--- src/rtl/crt_pkg.sv ---
`timescale 1ns / 1ps
// Shared types, constants and state encodings of the camera-facing ribbon trail.
// Used by every module of the block but crt_ram; depends on nothing else.
package crt_pkg;

    localparam int unsigned WINDOW_LEN_DEF = 32;
    localparam int unsigned COORD_W        = 32;
    localparam int unsigned HW_W           = 31;
    localparam int unsigned U_W            = 16;
    localparam logic [HW_W-1:0] HW_RESET   = 31'd32768;

    typedef logic signed [COORD_W-1:0] coord_t;

    typedef struct packed {
        coord_t x;
        coord_t y;
        coord_t z;
    } point_t;

    // One segment of the walk, handed from the front to the back
    typedef struct packed {
        point_t         p0;
        point_t         p1;
        point_t         cam;
        logic [U_W-1:0] u;
        logic           last;
    } seg_job_t;

    // One strip vertex as it leaves the block
    typedef struct packed {
        coord_t         x;
        coord_t         y;
        coord_t         z;
        logic [U_W-1:0] u;
        logic           v;
        logic           last;
    } vertex_t;

    typedef enum logic [1:0] {
        F_IDLE,
        F_READ,
        F_PUSH
    } front_state_t;

    typedef enum logic [3:0] {
        B_IDLE,
        B_SCALE,
        B_MUL,
        B_MAG,
        B_NORM,
        B_SQ,
        B_SQRT,
        B_DIVMUL,
        B_DIVLD,
        B_DIVIT,
        B_OUT0,
        B_OUT1
    } back_state_t;

endpackage

--- src/rtl/crt_ram.sv ---
`timescale 1ns / 1ps
// Generic single-write, single-read RAM with registered read data.
// Stand-alone; no package needed.
module crt_ram #(
    parameter int unsigned WIDTH = 96,
    parameter int unsigned DEPTH = 32
) (
    input  logic                     aclk,
    input  logic                     wr_en,
    input  logic [$clog2(DEPTH)-1:0] wr_addr,
    input  logic [WIDTH-1:0]         wr_data,
    input  logic                     rd_en,
    input  logic [$clog2(DEPTH)-1:0] rd_addr,
    output logic [WIDTH-1:0]         rd_data
);

    logic [WIDTH-1:0] mem_reg [DEPTH];
    logic [WIDTH-1:0] rd_data_reg;

    // Write port
    always_ff @(posedge aclk) begin
        if (wr_en) begin
            mem_reg[wr_addr] <= wr_data;
        end
    end

    // Registered read port, holds its data while rd_en is low
    always_ff @(posedge aclk) begin
        if (rd_en) begin
            rd_data_reg <= mem_reg[rd_addr];
        end
    end

    assign rd_data = rd_data_reg;

endmodule

--- src/rtl/crt_front.sv ---
`timescale 1ns / 1ps
// Front end: accepts points, keeps the history window in a RAM and walks it
// newest to oldest, pushing one segment job per pair. Depends on crt_pkg, crt_ram.
module crt_front #(
    parameter int unsigned WINDOW_LEN = crt_pkg::WINDOW_LEN_DEF
) (
    input  logic              aclk,
    input  logic              aresetn,
    input  logic              s_valid,
    output logic              s_ready,
    input  crt_pkg::point_t   s_point,
    input  crt_pkg::point_t   s_camera,
    output logic              push_valid,
    input  logic              push_ready,
    output crt_pkg::seg_job_t push_job
);
    import crt_pkg::*;

    localparam int unsigned IDX_W = $clog2(WINDOW_LEN);
    localparam int unsigned CNT_W = $clog2(WINDOW_LEN + 1);
    localparam int unsigned U_QUO = (1 << U_W) / WINDOW_LEN;
    localparam int unsigned U_REM = (1 << U_W) % WINDOW_LEN;
    localparam logic [IDX_W-1:0] LAST_SLOT = IDX_W'(WINDOW_LEN - 1);
    localparam logic [CNT_W-1:0] FULL      = CNT_W'(WINDOW_LEN);

    front_state_t   state_reg, state_next;
    logic [IDX_W-1:0] newest_reg, newest_next;
    logic [CNT_W-1:0] held_reg, held_next;
    logic [CNT_W-1:0] segs_reg, segs_next;
    logic [CNT_W-1:0] seg_reg, seg_next;
    logic [IDX_W-1:0] addr_reg, addr_next;
    logic [U_W-1:0]   u_q_reg, u_q_next;
    logic [CNT_W-1:0] u_r_reg, u_r_next;
    point_t           cam_reg, cam_next;
    point_t           prev_reg, prev_next;

    logic             accept;
    logic [IDX_W-1:0] slot_inc;
    logic [CNT_W-1:0] held_inc;
    logic [IDX_W-1:0] addr_dec;
    logic             job_last;
    logic [CNT_W:0]   r_sum;
    logic             r_wrap;
    logic             ram_re;
    point_t           ram_rd;

    assign accept   = s_valid && s_ready;
    assign slot_inc = (newest_reg == LAST_SLOT) ? '0 : newest_reg + IDX_W'(1);
    assign held_inc = (held_reg == FULL) ? held_reg : held_reg + CNT_W'(1);
    assign addr_dec = (addr_reg == '0) ? LAST_SLOT : addr_reg - IDX_W'(1);
    assign job_last = ((seg_reg + CNT_W'(1)) == segs_reg);
    assign r_sum    = {1'b0, u_r_reg} + (CNT_W + 1)'(U_REM);
    assign r_wrap   = (r_sum >= (CNT_W + 1)'(WINDOW_LEN));

    // History window
    crt_ram #(
        .WIDTH ($bits(point_t)),
        .DEPTH (WINDOW_LEN)
    ) u_hist (
        .aclk    (aclk),
        .wr_en   (accept),
        .wr_addr (slot_inc),
        .wr_data (s_point),
        .rd_en   (ram_re),
        .rd_addr (addr_reg),
        .rd_data (ram_rd)
    );

    // Next state
    always_comb begin
        state_next = state_reg;
        unique case (state_reg)
            F_IDLE: begin
                if (accept && (held_reg != '0)) begin
                    state_next = F_READ;
                end
            end
            F_READ: begin
                state_next = F_PUSH;
            end
            F_PUSH: begin
                if (push_ready) begin
                    state_next = job_last ? F_IDLE : F_READ;
                end
            end
            default: begin
                state_next = F_IDLE;
            end
        endcase
    end

    // State outputs
    always_comb begin
        s_ready    = (state_reg == F_IDLE);
        ram_re     = (state_reg == F_READ);
        push_valid = (state_reg == F_PUSH);
    end

    // Build the job from the newer point and the freshly read older one
    always_comb begin
        push_job.p0   = prev_reg;
        push_job.p1   = ram_rd;
        push_job.cam  = cam_reg;
        push_job.u    = u_q_reg;
        push_job.last = job_last;
    end

    // Window bookkeeping and walk counters
    always_comb begin
        newest_next = newest_reg;
        held_next   = held_reg;
        segs_next   = segs_reg;
        seg_next    = seg_reg;
        addr_next   = addr_reg;
        u_q_next    = u_q_reg;
        u_r_next    = u_r_reg;
        cam_next    = cam_reg;
        prev_next   = prev_reg;
        if (accept) begin
            newest_next = slot_inc;
            held_next   = held_inc;
            segs_next   = held_inc - CNT_W'(1);
            seg_next    = '0;
            addr_next   = (slot_inc == '0) ? LAST_SLOT : slot_inc - IDX_W'(1);
            u_q_next    = '0;
            u_r_next    = '0;
            cam_next    = s_camera;
            prev_next   = s_point;
        end else if (push_valid && push_ready) begin
            // advance to the next older pair
            prev_next = ram_rd;
            seg_next  = seg_reg + CNT_W'(1);
            addr_next = addr_dec;
            if (r_wrap) begin
                u_r_next = CNT_W'(r_sum - (CNT_W + 1)'(WINDOW_LEN));
                u_q_next = u_q_reg + U_W'(U_QUO + 1);
            end else begin
                u_r_next = CNT_W'(r_sum);
                u_q_next = u_q_reg + U_W'(U_QUO);
            end
        end
    end

    always_ff @(posedge aclk) begin
        if (!aresetn) begin
            state_reg  <= F_IDLE;
            newest_reg <= '0;
            held_reg   <= '0;
        end else begin
            state_reg  <= state_next;
            newest_reg <= newest_next;
            held_reg   <= held_next;
        end
    end

    always_ff @(posedge aclk) begin
        segs_reg <= segs_next;
        seg_reg  <= seg_next;
        addr_reg <= addr_next;
        u_q_reg  <= u_q_next;
        u_r_reg  <= u_r_next;
        cam_reg  <= cam_next;
        prev_reg <= prev_next;
    end

`ifndef SYNTHESIS
    a_held_bound: assert property (@(posedge aclk) disable iff (!aresetn)
        held_reg <= FULL)
        else $error("point count beyond window length");

    a_last_ends_walk: assert property (@(posedge aclk) disable iff (!aresetn)
        (push_valid && push_ready && push_job.last) |=> (state_reg == F_IDLE))
        else $error("walk continued past the last segment");

    a_push_hold: assert property (@(posedge aclk) disable iff (!aresetn)
        (push_valid && !push_ready) |=> (push_valid && $stable(push_job)))
        else $error("segment job changed while waiting");
`endif

endmodule

--- config.mk ---
export PLATFORM = sky130hd
export DESIGN_NAME = crt_front
export DESIGN_NICKNAME = d
export VERILOG_FILES = /design/src/rtl/crt_pkg.sv /design/src/rtl/crt_ram.sv /design/src/rtl/crt_front.sv
export SDC_FILE = /design/constraint.sdc
export NUM_CORES = 2
export LEC_CHECK = 0
export BUFFER_PORTS_ARGS = -buffer_cell sky130_fd_sc_hd__buf_2
export CAP_MARGIN = 40
export CORE_ASPECT_RATIO = 1.5
export CORE_UTILIZATION = 58
export DETAILED_ROUTE_END_ITERATION = 8
export PLACE_DENSITY = 0.76
export SLEW_MARGIN = 0
export SYNTH_ARGS = -nofsm -noshare
export SYNTH_HDL_FRONTEND = slang
export SYNTH_SLANG_ARGS = --single-unit
--- constraint.sdc ---
create_clock -name aclk -period 14.2 [get_ports aclk]
set_input_delay 2.13 -clock aclk [delete_from_list [all_inputs] [get_ports aclk]]
set_output_delay 2.13 -clock aclk [all_outputs]
set_load 0.02 [all_outputs]
# Word level (Yosys, flattened, before mapping)
# Memories as Yosys holds them, arrays and structs flattened. A register that Yosys moved wholly into a read port is not among the register bits.
# Cells that the tools add are included.
[totals]
regBits = 244
ramBits = 3072
in_bits = 196
output_inout_bits = 307
elab_cells = 57
memories = 1
[op_classes]
add_sub_neg = 9
order_cmp = 1
n_eq_ne = 7
mux = 15
reduce_logical = 10
[mem_list]
columns = ["name", "words", "width", "read_ports", "rd_ports_with_merged_regs", "write_ports", "line_no", "text"]
rows = [
  ["u_hist.mem_reg", 32, 96, 1, 1, 1, "crt_ram.sv:17", "logic [WIDTH-1:0] mem_reg [DEPTH];"],
]
[ops]
columns = ["op", "count"]
rows = [
  ["$mux W96", 2],
  ["$add A16 B12 Y16 const B", 2],
  ["$mux W5", 5],
  ["$mux W16", 1],
  ["$add A6 B1 Y6 const B", 2],
  ["$logic_not A5 Y1", 2],
  ["$sub A5 B1 Y5 const B", 2],
  ["$eq A6 B6 Y1", 1],
  ["$eq A6 B6 Y1 const B", 1],
  ["$ge A6 B6 Y1 const B", 1],
  ["$mux W6", 1],
  ["$pmux W2 S3", 1],
  ["$reduce_bool A6 Y1", 1],
  ["$sub A6 B1 Y6 const B", 1],
  ["$sub A6 B6 Y6 const B", 1],
  ["$add A5 B1 Y5 const B", 1],
  ["$eq A5 B5 Y1 const B", 1],
  ["$mux W2", 2],
  ["$ne A2 B1 Y1 const B", 2],
  ["$reduce_and A2 Y1", 2],
  ["$logic_and A1 B1 Y1", 3],
  ["$mux W1", 3],
  ["$eq A2 B1 Y1 const B", 1],
  ["$eq A2 B2 Y1 const B", 1],
  ["2 further kinds", 2],
]

# Depth between registers and ports, before layout
[depth]
word_depth = 5
depth_mapped = 11
ltp_nobuf = 10

# Cells and area by module
# From an unflattened synthesis, not the netlist that was laid out.
[unflattened]
hier_cells = 6412
area_unflattened_um2 = 129265.2
[modules_own_cells]
columns = ["mod", "instances", "cells_each", "area_each_um2", "seq_area_each_um2"]
rows = [
  ["crt_ram", 1, 5604, 119514.6, 95131.2],
  ["crt_front", 1, 808, 9750.6, 6816.5],
]

# Least setup slack after synthesis
# Ideal clock, no wire load.
[synth_timing]
kind = "input -> register"
start = "in s_valid"
end = "mem u_hist.mem_reg[8][0] (enable)"
setup_ps = 787
t_arrival_ps = 11824
t_required_ps = 13413
path_slack_ps = 1590
stages = 5
n_path_buf = 1
path_cell_list = "nand2_1 -> inv_1 -> buf_2 -> nand2_1 -> nor4_1"
[synth_via]
elab_chain_len = 3
[synth_lines]
columns = ["item", "line_no", "text"]
rows = [
  ["from (decl)", "crt_front.sv:9", "input logic s_valid,"],
  ["$logic_and A1 B1 Y1", "crt_front.sv:47", "assign accept = s_valid && s_ready;"],
  ["$mux W1", "crt_ram.sv:22", "if (wr_en) begin"],
  ["$mux W1 (not written as such)", "crt_ram.sv:23", "mem_reg[wr_addr] <= wr_data;"],
  ["to (decl)", "crt_ram.sv:17", ""],
]
# Every way passes these cells.

# Worst setup path after layout
[layout_timing]
start = "in s_valid"
end = "mem u_hist.mem_reg[30][21] (enable)"
# The elaborated chain is that of the path after synthesis.

==> results.md <==
* Post-layout util at 0.662
* Post-synth top area cell: edfxtp_1
* Max VDD drop at 0.118 mV
* Number of global-route vias before repair at about 66000
* Hold buffer count at cts at 0
* Fin. Hold Viols at 0
* Unique cell type count in the Yosys netlist at 46
* Clock Tree Root: clkbuf_16
* FF+latch count, synth at 3407
* Final net count at 6454
* Max Root-Sink Buffers at 4
* Critical path fanouts, max at between 40 and 50
* Drt wl/cell at between 30 and 40 um
* CP arrival at slightly above 6 ns
* Die extent in x at around 380 um
* Yosys Warn Count at 0
* Die height at 575 um
* Gpl congestion at 0.817
* CORE AREA at 217000 um2
* CP required at 14.68 ns
* Net Count, Synth at 5779
* Worst Max-Slew Pin Slew at 1.10 ns
* HP Start: seg_reg[5]
* Post-DP Area at 134000 um2
* Fin. max-slew vios at 0
* Sequential cell area fraction in the yosys report at 0.804
* Fin crit share at 0.391
* Initial antenna violation count at 16
* Leak at 45.9 nW
* Die area at 221000 um2
* CTS tree: built
* Fmax at 180 MHz
* Mapped Cells at 5569
* Clock sinks at 3407
* I/O Buffers at 502
* Post-Syn Area at 127000 um2
* CP endpoint kind: flip-flop
* Final instance area at roughly 140000 um2
* Synthesized area per cell at 22.8 um2
* CP startpoint: s_valid
* Htree depth at 5
* Number of core rows at 209
* First-pass GRT wire length at between 400000 and 500000 um
* Routed WL at 339000 um
* DR DRC count at 0
* Max reg flops at 3072
* Synth area leaders: edfxtp_1, mux4_2, o22ai_1, nand2_1, dfxtp_1
* Yosys top cell area share at 0.798
* Vias at roughly 65000
* Fill count at ~13000
* Largest net degree at the start of global routing at approximately 150
* Buffer count from post-CTS setup fixing at 0
* CP Launch Type: primary input
* Total Power at 22.5 mW
* Remaining Overflow, GRT at 0
* Metal1 wirelength at about 110000 um
* Setup CP Type: primary input to flip-flop
* Fraction of synthesis flops using an asynchronous set or reset pin at 0
* Initial drt markers at 8167
* DR WL met3 at around 34000 um
* Pwr Density at 157 nW/um2
* Launching point of the worst reg2reg path: newest_reg[0]
* CTS resizes at 0
* Layout overhead on the synthesized area at 13.2%
* Main synth FF type: edfxtp_1
* Clock slew at reported path FFs at ~0.070 ns
* DRT Pass-1 Iters at 6
* Most common cell after layout, fill and taps aside: edfxtp_1
* Initial cell density of the core at 0.585
* Post-DP HPWL at 182000 um
* Min-Delay Path Class: flip-flop to flip-flop
* Share of cells above drive strength 1 at 0.295
* Top sig layer: met5
* Top-level I/O count at 503
* Hold_ws at 0.498 ns
* RSZ-0062 raised after global routing: no
* # Max-Cap Violations at 0
* ANT nets after route at 0
* # setup viols final at 0
* Clk Latency, worst-skew pair at between 0.8 and 0.9 ns
* Via-to-Cell Ratio at 6.90
* Number of enable flip-flop cells after synthesis at 3371
* TNS Setup at 0 ns
* Outcome: finished, final reports clean
* Tmin final at 5.56 ns
* Commonest non-fill, non-tap cells in the layout: edfxtp_1, mux4_2, buf_2
* Clock Skew at 0.0504 ns
* Gr usage total at 0.306
* Slew headroom at 0.270
* Routed wl met2 at 172000 um
* CTS Buf Count at roughly 300
-- worst max-delay path: stages --
cell	delay, ns
buf_2	0.10
nand2_4	0.32
inv_8	0.41
nand2_1	0.53
nor2_4	0.81
buf_4	0.75
buf_4	0.73
-- final cells by class --
class                   count  area [um2]  area share
flip-flops and latches   3407      102000       0.710
multi-input cells        1850       23500       0.163
clock buffers             356        8040      0.0560
repair buffers            663        4470      0.0311
well taps                2848        3560      0.0248
clock inverters           189        2000      0.0139
inverters                  17        76.3    0.000532
diodes                     12        30.0    0.000209
-- routing by layer --
| layer | GRT usage | vias to the layer above |
|---|---|---|
| met5 | 0 | - |
| li1 | - | 25000 |
| met2 | 0.513 | 5121 |
| met4 | 0.165 | 12 |
| met3 | 0.0599 | 981 |
| met1 | 0.376 | 33400 |
-- cells in the mapped netlist, types with 2 or more instances --
| library cell | number |
|---|---|
| nor2_1 | 59 |
| o22ai_1 | 354 |
| o21ai_0 | 21 |
| dfxtp_1 | 36 |
| xor2_1 | 17 |
| edfxtp_1 | 3371 |
| buf_2 | 99 |
| nand3_1 | 14 |
| buf_1 | 11 |
| mux2i_1 | 43 |
| a211oi_1 | 28 |
| a311o_1 | 2 |
| a21oi_1 | 19 |
| nor2b_1 | 4 |
| mux4_2 | 748 |
| a21boi_0 | 5 |
| a22oi_1 | 20 |
| and3_1 | 4 |
| and2_1 | 8 |
| nor4_1 | 83 |
| nand4_1 | 7 |
| nand2_1 | 333 |
| o21a_1 | 3 |
| xnor2_1 | 19 |
| buf_6 | 27 |
| nor3_1 | 6 |
| clkbuf_1 | 93 |
| nand2b_1 | 3 |
| buf_4 | 65 |
| ha_1 | 14 |
| o31ai_1 | 2 |
| a31oi_1 | 5 |
| o221ai_1 | 13 |
| or3_1 | 6 |
| inv_1 | 16 |
-- through the flow --
step	instances	worst slack, ns
2_1_floorplan	5569	1.59
3_3_place_gp	8744	7.88
3_5_place_dp	8785	7.89
4_1_cts	9330	8.76
5_1_grt	9334	8.63
6_report	9342	8.64
-- power breakdown --
| part | switching [mW] | internal, mW |
|---|---|---|
| Clock | 3.68 | 4.71 |
| Sequential | 0.0830 | 11.3 |
| Combinational | 1.71 | 1.06 |
| Total | 5.47 | 17.1 |
-- cell families after synthesis --
family | count (synthesis) | synth area share
multiplexers | 791 | 0.136
XOR/XNOR | 36 | 0.00249
flip-flops | 3407 | 0.804
adder cells (fa/ha/maj) | 14 | 0.00138
buffers and inverters | 312 | 0.0137
AO/OA/AOI/OAI | 477 | 0.0241
AND/OR/NAND/NOR | 532 | 0.0184
-- final timing paths --
| kind | end | slack (ns) | cells past startpoint |
|---|---|---|---|
| hold / removal | seg_reg[5] | 0.50 | 1 |
| setup reg to reg | u_hist.mem_reg[30][21] | 8.98 | 8 |
| setup / recovery | u_hist.mem_reg[30][21] | 8.64 | 7 |
| hold reg to reg | seg_reg[5] | 0.50 | 1 |
(Power assumes the default switching activity.)
