**src/rtl/crt_pkg.sv**
```systemverilog
`timescale 1ns / 1ps
// Shared types, constants and state encodings of the camera-facing ribbon trail.
// Used by every module of the block but crt_ram; depends on nothing else.
package crt_pkg;

    localparam int unsigned WINDOW_LEN_DEF = 32;
    localparam int unsigned COORD_W        = 32;
    localparam int unsigned HW_W           = 31;
    localparam int unsigned U_W            = 16;
    localparam logic [HW_W-1:0] HW_RESET   = 31'd32768;

    typedef logic signed [COORD_W-1:0] coord_t;

    typedef struct packed {
        coord_t x;
        coord_t y;
        coord_t z;
    } point_t;

    // One segment of the walk, handed from the front to the back
    typedef struct packed {
        point_t         p0;
        point_t         p1;
        point_t         cam;
        logic [U_W-1:0] u;
        logic           last;
    } seg_job_t;

    // One strip vertex as it leaves the block
    typedef struct packed {
        coord_t         x;
        coord_t         y;
        coord_t         z;
        logic [U_W-1:0] u;
        logic           v;
        logic           last;
    } vertex_t;

    typedef enum logic [1:0] {
        F_IDLE,
        F_READ,
        F_PUSH
    } front_state_t;

    typedef enum logic [3:0] {
        B_IDLE,
        B_SCALE,
        B_MUL,
        B_MAG,
        B_NORM,
        B_SQ,
        B_SQRT,
        B_DIVMUL,
        B_DIVLD,
        B_DIVIT,
        B_OUT0,
        B_OUT1
    } back_state_t;

endpackage

```
**src/rtl/crt_seg_queue.sv**
```systemverilog
`timescale 1ns / 1ps
// Short FIFO of segment jobs between the front and the back end.
// Depends on crt_pkg for the job type.
module crt_seg_queue (
    input  logic              aclk,
    input  logic              aresetn,
    input  logic              push_valid,
    output logic              push_ready,
    input  crt_pkg::seg_job_t push_job,
    output logic              pop_valid,
    input  logic              pop_ready,
    output crt_pkg::seg_job_t pop_job
);
    import crt_pkg::*;

    localparam int unsigned DEPTH = 2;
    localparam int unsigned PTR_W = $clog2(DEPTH);

    seg_job_t         mem_reg [DEPTH];
    logic [PTR_W-1:0] wr_ptr_reg, wr_ptr_next;
    logic [PTR_W-1:0] rd_ptr_reg, rd_ptr_next;
    logic [PTR_W:0]   count_reg, count_next;
    logic             do_push;
    logic             do_pop;

    assign push_ready = (count_reg != (PTR_W + 1)'(DEPTH));
    assign pop_valid  = (count_reg != '0);
    assign pop_job    = mem_reg[rd_ptr_reg];
    assign do_push    = push_valid && push_ready;
    assign do_pop     = pop_valid && pop_ready;

    // Pointer and fill count
    always_comb begin
        wr_ptr_next = do_push ? wr_ptr_reg + PTR_W'(1) : wr_ptr_reg;
        rd_ptr_next = do_pop ? rd_ptr_reg + PTR_W'(1) : rd_ptr_reg;
        count_next  = count_reg;
        if (do_push && !do_pop) begin
            count_next = count_reg + (PTR_W + 1)'(1);
        end else if (do_pop && !do_push) begin
            count_next = count_reg - (PTR_W + 1)'(1);
        end
    end

    always_ff @(posedge aclk) begin
        if (!aresetn) begin
            wr_ptr_reg <= '0;
            rd_ptr_reg <= '0;
            count_reg  <= '0;
        end else begin
            wr_ptr_reg <= wr_ptr_next;
            rd_ptr_reg <= rd_ptr_next;
            count_reg  <= count_next;
        end
    end

    // Store the pushed beat
    always_ff @(posedge aclk) begin
        if (do_push) begin
            mem_reg[wr_ptr_reg] <= push_job;
        end
    end

endmodule

```
**config.mk**
```make
export PLATFORM = sky130hd
export DESIGN_NAME = crt_seg_queue
export DESIGN_NICKNAME = d
export VERILOG_FILES = /design/src/rtl/crt_pkg.sv /design/src/rtl/crt_seg_queue.sv
export SDC_FILE = /design/constraint.sdc
export NUM_CORES = 1
export LEC_CHECK = 0
export ABC_AREA = 1
export BUFFER_PORTS_ARGS = -buffer_cell sky130_fd_sc_hd__buf_2
export CAP_MARGIN = 5
export CELL_PAD_IN_SITES_DETAIL_PLACEMENT = 1
export CELL_PAD_IN_SITES_GLOBAL_PLACEMENT = 2
export CORE_UTILIZATION = 38
export DETAILED_ROUTE_END_ITERATION = 7
export PLACE_DENSITY_LB_ADDON = 0.1
export REMOVE_ABC_BUFFERS = 1
export SLEW_MARGIN = 10
export SYNTH_ARGS = -nofsm -noshare
export SYNTH_HDL_FRONTEND = slang
export SYNTH_SLANG_ARGS = --single-unit
```
**constraint.sdc**
```tcl
create_clock -name aclk -period 16.99 [get_ports aclk]
set_input_delay 0 -clock aclk [delete_from_list [all_inputs] [get_ports aclk]]
set_output_delay 0 -clock aclk [all_outputs]
set_load 0.005 [all_outputs]
```
## Word-level counts from Yosys, hierarchy flattened

Memories as Yosys holds them, arrays and structs flattened. A register that Yosys moved wholly into a read port is not among the register bits.
Cells that the tools add are included.
Widths: inputs -> output; s select.

| cells by class | value |
|---|---|
| $add $sub $neg | 4 |
| equality and inequality tests | 1 |
| multiplexer cells | 6 |
| reductions and logical operators | 8 |

Operators with widths:

| cell | number |
|---|---|
| $logic_and 1x1->1 | 4 |
| $mux 1 | 4 |
| $mux 2 | 2 |
| $reduce_bool 2->1 | 2 |
| $add 1x1->1 const B | 2 |
| $add 2x1->2 const B | 1 |
| $logic_not 1->1 | 2 |
| $ne 2x2->1 const B | 1 |
| $sub 2x1->2 const B | 1 |

| word-level totals | value |
|---|---|
| bits in registers | 4 |
| bits in writable memories | 610 |
| input port bits | 309 |
| word-level logic and storage cells | 23 |
| memories kept | 1 |

Memory list:

| name | words | bits a word | rd ports | clocked after Yosys merged registers in | wr ports | line | RTL |
|---|---|---|---|---|---|---|---|
| mem_reg | 2 | 305 | 1 | 1 | 1 | crt_seg_queue.sv:19 | `seg_job_t mem_reg [DEPTH];` |

## Logic depth before layout (Yosys ltp)

Gate-level depths: netlist of the first run.

| depth | value |
|---|---|
| depth after elaboration | 6 |
| mapped depth | 11 |
| gate-level depth less buffers | 11 |

## Worst setup path after synthesis of the first run

Ideal clock, no wire load.

| timing path | value |
|---|---|
| kind | flip-flop to flip-flop |
| start point | register count_reg[0] |
| end point | memory mem_reg[0][0] in the netlist's numbering, enable pin |
| library setup time | 0.977 ns |
| arrival time | 13.218 ns |
| setup slack | 2.795 ns |
| stages on the path, launching flop included | 5 |
| buffers on the path | 0 |
| period minus slack after synthesis | 14.195 ns |
| cell sequence | dfxtp_1 inv_1 nand2_1 nand2_1 nor2_1 |

| on the way | value |
|---|---|
| cells in the longest elaborated chain, start to end | 4 |

RTL lines:

| element | line | RTL |
|---|---|---|
| start: declaration | crt_seg_queue.sv:22 | `logic [PTR_W:0] count_reg, count_next;` |
| start signal: assignment | crt_seg_queue.sv:52 | `count_reg <= count_next;` |
| $ne 2x2->1 | crt_seg_queue.sv:26 | `assign push_ready = (count_reg != (PTR_W + 1)'(DEPTH));` |
| named net push_ready | crt_seg_queue.sv:8 | `output logic push_ready,` |
| $logic_and 1x1->1 | crt_seg_queue.sv:29 | `assign do_push = push_valid && push_ready;` |
| $mux 1 | crt_seg_queue.sv:58 | `if (do_push) begin` |
| $mux 1 (implied by the code) | crt_seg_queue.sv:59 | `mem_reg[wr_ptr_reg] <= push_job;` |
| end: declaration | crt_seg_queue.sv:19 |  |

The timed path passes the listed nets, and every way through them passes these cells.

## Worst setup path in the final report of the first run

| timing path | value |
|---|---|
| start point | register count_reg[0] |
| end point | memory mem_reg[0][51] in the netlist's numbering, enable pin |

| on the way | value |
|---|---|
| cells in the longest elaborated chain, start to end | 4 |

RTL lines:

| element | line |
|---|---|
| $ne 2x2->1 | crt_seg_queue.sv:26 |
| $logic_and 1x1->1 | crt_seg_queue.sv:29 |
| $mux 1 | crt_seg_queue.sv:58 |
| $mux 1 (implied by the code) | crt_seg_queue.sv:59 |

No other way between the ends.

==> results of run 1 <==
-- critical path, stage by stage, from the launching register on --
cell	delay (ns)
sky130_fd_sc_hd__dfxtp_1	0.36
sky130_fd_sc_hd__inv_1	0.11
sky130_fd_sc_hd__nand2_1	0.11
sky130_fd_sc_hd__nand2_1	0.16
sky130_fd_sc_hd__nor2_4	0.92
sky130_fd_sc_hd__buf_4	0.93
sky130_fd_sc_hd__buf_4	0.79
sky130_fd_sc_hd__buf_4	0.80
-- cells in the final DEF (no fill, tap or decap), types with 2 or more instances in the layout --
master,instances
sky130_fd_sc_hd__buf_2,615
sky130_fd_sc_hd__edfxtp_1,610
sky130_fd_sc_hd__dlygate4sd3_1,308
sky130_fd_sc_hd__mux2_2,284
sky130_fd_sc_hd__clkbuf_16,68
sky130_fd_sc_hd__mux2_4,20
sky130_fd_sc_hd__clkbuf_1,18
sky130_fd_sc_hd__clkinv_1,15
sky130_fd_sc_hd__clkinv_2,12
sky130_fd_sc_hd__buf_4,10
sky130_fd_sc_hd__nand2_1,9
sky130_fd_sc_hd__inv_1,8
sky130_fd_sc_hd__diode_2,6
sky130_fd_sc_hd__nor2_1,6
sky130_fd_sc_hd__inv_6,5
sky130_fd_sc_hd__dfxtp_1,4
sky130_fd_sc_hd__bufinv_16,3
sky130_fd_sc_hd__nor2_4,2
sky130_fd_sc_hd__o21ai_0,2
-- through the flow --
stage	setup slack, ns	util [%]	hold WS [ns]	power, mW
final	12.27	54.0	0.140	4.25
after global routing	11.84	54.0	0.119	4.43
after global placement	12.17	45.2	0.187	2.87
after CTS	12.07	54.0	0.0965	4.31
after floorplan	2.80	-	0.0989	2.65
after detailed placement	12.14	45.2	0.192	2.88
-- logic make-up after synthesis --
logic type | Yosys count | share of synthesized area [%]
buffers and inverters | 42 | 1.70
AOI/OAI and AO/OA | 4 | 0.100
and+or+nand+nor | 19 | 0.335
DFF | 615 | 82.2
adders and majority gates | 1 | 0.0558
muxes | 305 | 15.7
-- cell type report --
class	count	area [sq um]
Inverter	8	30.0
Sequential cell	615	18400
Multi-Input combinational cell	329	3630
Antenna cell	6	15.0
Fill cell	5462	26700
Timing Repair Buffer	934	6260
Clock inverter	36	267
Tap cell	765	957
Clock buffer	86	1770
-- worst max path at each step --
stage	slack, ns	cells past startpoint	start	end
after floorplan	2.80	4	count_reg[0]	mem_reg[0][0]
after global placement	12.17	7	count_reg[0]	mem_reg[0][168]
after detailed placement	12.14	7	count_reg[0]	mem_reg[0][19]
after CTS	12.07	7	count_reg[0]	mem_reg[0][242]
after global routing	11.84	7	count_reg[0]	mem_reg[0][242]
final	12.27	7	count_reg[0]	mem_reg[0][51]
-- layer usage --
metal / global-route usage, % / routed length [um] / vias up
li1: - / - / 5876
met1: 21.5 / 22100 / 6452
met2: 34.3 / 31000 / 389
met5: 0 / 0 / -
met3: 5.53 / 3880 / 88
met4: 7.79 / 1940 / 0
-- power by group --
part | internal, mW | total [mW] | leakage [nW] | switching (mW)
Clock | 0.785 | 1.36 | 1.00 | 0.572
Sequential | 1.92 | 1.98 | 5.73 | 0.0623
Combinational | 0.437 | 0.907 | 5.04 | 0.470
==> impl_metrics.py, run 1 <==
metrics = {
    "detailed_routing": {
        "route.final.wire_length_um": 58900,
        "vias": 12805,
        "drtAntennaViolNets": 0,
        "detailedRoute.firstIterationViolations": 483,
        "drt-wirelength-per-cell_um": 21.2,
        "number_of_detailed_route_iterations_in_the_first_pass": 4,
        "detail_route.drc_violations": 0,
        "vias_per_cell": 4.61,
    },
    "worst_setup_path": {
        "r2r_slack_ns": 12.27,
        "required_worst_endpoint_ns": 17.18,
        "crit-reg2reg-launch": "count_reg[0]",
        "worst-r2r-cell-count": 7,
        "r2r-end": "mem_reg[0][51]",
        "critical_path.endpoint_type": "flip-flop",
        "biggest_fanout_along_the_worst_timing_path": 73,
        "worstSetupPathType": "flip-flop to flip-flop",
        "cp.arrival_ns": 4.91,
        "start_kind": "flip-flop",
    },
    "global_route": {
        "grt_pass1_wl_um": 85900,
        "grt_antenna_before_repair": 5,
        "grt_usage_pct": 19.2,
        "first_global_vias": 14105,
        "grt_overflow_total": 0,
        "grt_max_degree": 153,
    },
    "synthesis": {
        "synth_top_cell_by_area": "sky130_fd_sc_hd__edfxtp_1",
        "syn-mean-instance-area_sq_um": 22.7,
        "yosysWarnings": 0,
        "synth_seq_cells": 615,
        "synth_top_cells_by_area": "sky130_fd_sc_hd__edfxtp_1, sky130_fd_sc_hd__mux2_2, sky130_fd_sc_hd__buf_6",
        "synth-main-ff-cell": "sky130_fd_sc_hd__edfxtp_1",
        "synthMostInstantiatedCell": "sky130_fd_sc_hd__edfxtp_1",
        "synth_seq_area_share_pct": 82.2,
        "synthesis.instances": 986,
        "syn_area_sq_um": 22400,
        "synth.cells.most_frequent": "sky130_fd_sc_hd__edfxtp_1, sky130_fd_sc_hd__mux2_2, sky130_fd_sc_hd__buf_6",
        "synth_edf_count": 610,
        "ys_async_sr_fraction_pct": 0,
        "synthDominantCellAreaShare_pct": 81.7,
        "synth_cell_types": 16,
    },
    "outcome": {
        "run_status": "completed",
    },
    "floorplanning": {
        "die_y_um": 245,
        "initial_core_util_pct": 38.6,
        "die-width_um": 245,
        "ios": 616,
        "placementRows": 88,
        "floorplan.core_area_sq_um": 58000,
        "dieArea_sq_um": 60000,
    },
    "timing": {
        "max_slew_violation_count": 0,
        "final.setup.tns_ns": 0,
        "fin_worst_skew_ns": 0.0128,
        "max_clock_freq_mhz": 212,
        "timing.final.setup_violations": 0,
        "slew-limit-headroom_pct": 21.2,
        "grt_setup_unrepaired": "false",
        "period_share_pct": 27.8,
        "tmin_final_ns": 4.72,
        "tightestPinTransition_ns": 1.18,
        "timing.final.hold_violations": 0,
    },
    "clock_tree": {
        "cts_tree": "built",
        "clk_root_buffer_cell": "sky130_fd_sc_hd__clkbuf_16",
        "hold_buffers": 308,
        "postCtsSetupBuffers": 0,
        "clkSlewWorstSetupHoldPaths_ns": 0.06,
        "cts_num_sinks": 615,
        "clockBufferDepth": 3,
        "cts-htree-levels": 3,
        "clk_latency_ns": 0.59,
        "cts_buffers": 67,
        "cts-resized-gates": 0,
    },
    "layout": {
        "post_layout_nonfiller_instances": 2779,
        "final_layout_size_suffix_gt1_share_pct": 50.9,
        "largest_register_ffs": 610,
        "flow.area_growth_from_synthesis_pct": 39.8,
        "final_nets": 2265,
        "finish.instance_area_sq_um": 31400,
    },
    "worst_hold_path": {
        "timing.hold.worst_endpoint": "mem_reg[1][225]",
        "hold_path.startpoint": "push_job[225]",
        "hold_path_class": "primary input to flip-flop",
        "worst_hold_path_depth": 2,
    },
    "placed_design": {
        "dp_cells": 2343,
        "post_dp_cell_area_sq_um": 26200,
        "dp_hpwl_um": 39400,
        "routabilityCongestion": 0.800,
        "port_buffers": 615,
    },
    "power": {
        "p_leak_nw": 11.8,
        "power_per_cell_area_nw_per_um2": 135,
        "irDropWorstVdd_v": 0.0000994,
    },
    "flow_run": {
        "maxCapViolations": 0,
    },
}
Note: power is estimated with default switching activity, not from simulation.
==> inputs of run 2 (changes only) <==
Settings changed: CORE_UTILIZATION 38 to 35.
Clock period 16.99 ns to 4.1 ns, I/O delays scaled along.
==> run 2 against run 1 <==
Routed wire length rose by 1.7%. Sequential share of layout area fell by 0.67 points. Utilization fell by 3.8 points. Global-route usage fell by 1.2 points. Largest cell class unchanged.
==> impl_metrics.py, run 2 (synthesized netlist as in run 1, its figures left out) <==
metrics = {
    "outcome": {
        "run_status": "completed",
    },
    "power": {
        "internal_power_mw": 13.1,
        "sequentialPowerShare_pct": 46.4,
        "irDropWorstVdd_v": 0.000346,
        "p_leak_nw": 11.9,
        "logic_gate_share_of_total_power_pct": 22.3,
        "switch_pwr_mw": 4.57,
        "power_per_cell_area_nw_per_um2": 557,
        "share_clk_of_total_power_pct": 31.3,
        "p_sw_share_pct": 25.9,
        "totalPowerFinal_mw": 17.7,
    },
    "floorplanning": {
        "floorplan.core_area_sq_um": 63200,
        "dieArea_sq_um": 65100,
        "die_y_um": 255,
        "die-width_um": 255,
        "placementRows": 92,
        "initial_core_util_pct": 35.5,
        "ios": 616,
    },
    "detailed_routing": {
        "number_of_detailed_route_iterations_in_the_first_pass": 6,
        "vias_per_cell": 4.49,
        "detailedRoute.firstIterationViolations": 411,
        "detail_route.drc_violations": 0,
        "drtAntennaViolNets": 0,
        "route.final.wire_length_um": 59900,
        "vias": 12885,
        "drt-wirelength-per-cell_um": 20.9,
    },
    "global_route": {
        "first_global_vias": 14145,
        "global_route.usage.met3_pct": 5.85,
        "grt_usage_pct": 18.1,
        "grt_antenna_before_repair": 9,
        "grt_max_degree": 66,
        "global_route.usage.met1_pct": 20.1,
        "grt_pass1_wl_um": 86600,
        "grt_overflow_total": 0,
        "grt.busiest_layer": "met2",
        "grt.met2_usage_pct": 31.9,
    },
    "worst_hold_path": {
        "hold_path_class": "primary input to flip-flop",
    },
    "worst_setup_path": {
        "start_kind": "flip-flop",
        "worst_path_cell_trace": "buf_4, mux2_2, buf_2",
        "critical_path.max_stage_delay_ns": 1.02,
        "worst_path_max_delay_cell": "sky130_fd_sc_hd__dfxtp_4",
        "critical_path.endpoint_type": "output port",
        "required_worst_endpoint_ns": 4.10,
        "worstSetupPathType": "flip-flop to output port",
        "biggest_fanout_along_the_worst_timing_path": 63,
        "cp.arrival_ns": 2.62,
    },
    "timing": {
        "slew-limit-headroom_pct": 32.1,
        "fin_worst_skew_ns": 0.0158,
        "max_slew_violation_count": 0,
        "tightestPinTransition_ns": 1.02,
        "max_clock_freq_mhz": 381,
        "tmin_final_ns": 2.62,
        "grt_setup_unrepaired": "false",
        "finalWorstSetupSlack_ns": 1.48,
        "period_share_pct": 64.0,
        "timing.final.hold_violations": 0,
        "timing.final.setup_violations": 0,
    },
    "clock_tree": {
        "clockBufferDepth": 3,
        "postCtsSetupBuffers": 0,
        "clk_latency_ns": 0.58,
        "cts-htree-levels": 3,
        "cts_num_sinks": 615,
        "cts_buffers": 68,
        "clkSlewWorstSetupHoldPaths_ns": 0.06,
        "cts_tree": "built",
        "clk_root_buffer_cell": "sky130_fd_sc_hd__clkbuf_16",
    },
    "placed_design": {
        "post_dp_cell_area_sq_um": 26600,
        "dp_hpwl_um": 41000,
        "port_buffers": 615,
        "routabilityCongestion": 0.757,
        "place_worst_setup_slack_ns": 1.66,
    },
    "layout": {
        "area_used_by_multi_input_combinational_logic_sq_um": 3630,
        "fraction_of_the_core_area_covered_by_cells_at_the_end_of_the_flow_pct": 50.2,
        "largest_register_ffs": 610,
        "final_layout_size_suffix_gt1_share_pct": 51.3,
        "final_cell_mix": "sky130_fd_sc_hd__buf_2, sky130_fd_sc_hd__edfxtp_1, sky130_fd_sc_hd__dlygate4sd3_1",
        "ff_latch_area_sq_um": 18400,
        "flow.area_growth_from_synthesis_pct": 41.5,
        "final_nets": 2286,
        "finish.instance_area_sq_um": 31700,
        "most_frequent_standard_cell_in_the_layout_excluding_fill_and_tap_cells": "sky130_fd_sc_hd__buf_2",
        "fill_cells": 6050,
    },
    "flow_run": {
        "maxCapViolations": 0,
    },
}
[run 2: worst max-delay path, delay by kind of cell (launching register included)]
| family | cells | cell delay (ns) |
|---|---|---|
| buffers and inverters | 2 | 0.60 |
| muxes | 1 | 0.38 |
| DFF | 1 | 1.02 |
[run 2: metrics by stage]
| stage | TNS (ns) | cells | hold slack, ns |
|---|---|---|---|
| 3_3_place_gp | 0 | 2444 | 0.188 |
| 4_1_cts | 0 | 2863 | 0.0914 |
| 5_1_grt | 0 | 2869 | 0.112 |
| 2_1_floorplan | -7409.14 | 952 | 0.0989 |
| 6_report | 0 | 2869 | 0.142 |
| 3_5_place_dp | 0 | 2444 | 0.191 |
[run 2: worst paths after layout]
path / end / cells past startpoint / from / slack [ns]
min: mem_reg[0][107] / 2 / push_job[107] / 0.14
min reg2reg: flip-flop / 2 / rd_ptr_reg / 0.50
max reg2reg: mem_reg[0][205] / 5 / count_reg[0] / 1.76
max: pop_job[221] / 3 / flip-flop / 1.48
[run 2: metal layers]
metal	routed length (um)	vias up	share of wire, %
li1	-	5916	-
met1	22000	6469	37
met2	31400	386	52
met3	4470	108	7.5
met4	1950	6	3.3
met5	44	-	0.073
[run 2: power groups by stage]
stage	registers, mW	clock network (mW)	logic, mW
3_5_place_dp	8.33	0	3.78
2_1_floorplan	8.67	0	1.92
6_report	8.19	5.53	3.94
3_3_place_gp	8.28	0	3.77
5_1_grt	8.28	5.94	4.27
4_1_cts	8.20	5.73	4.05
[run 2: final cells by class]
| cell class | count | share of cell area, % |
|---|---|---|
| multi-input cells | 329 | 11.5 |
| inverters | 8 | 0.0947 |
| diodes | 6 | 0.0473 |
| repair buffers | 954 | 20.8 |
| well taps | 846 | 3.34 |
| flip-flops and latches | 615 | 58.1 |
| clock buffers | 86 | 5.78 |
| clock inverters | 25 | 0.434 |
[run 2: what timing repair did]
| item | 4_1_cts | 5_1_grt |
|---|---|---|
| hold buffers | 308 | 0 |
| hold endpoints to repair | 615 | 0 |
| resized for setup | 0 | 0 |
| endpoints found under the setup margin | 0 | 0 |
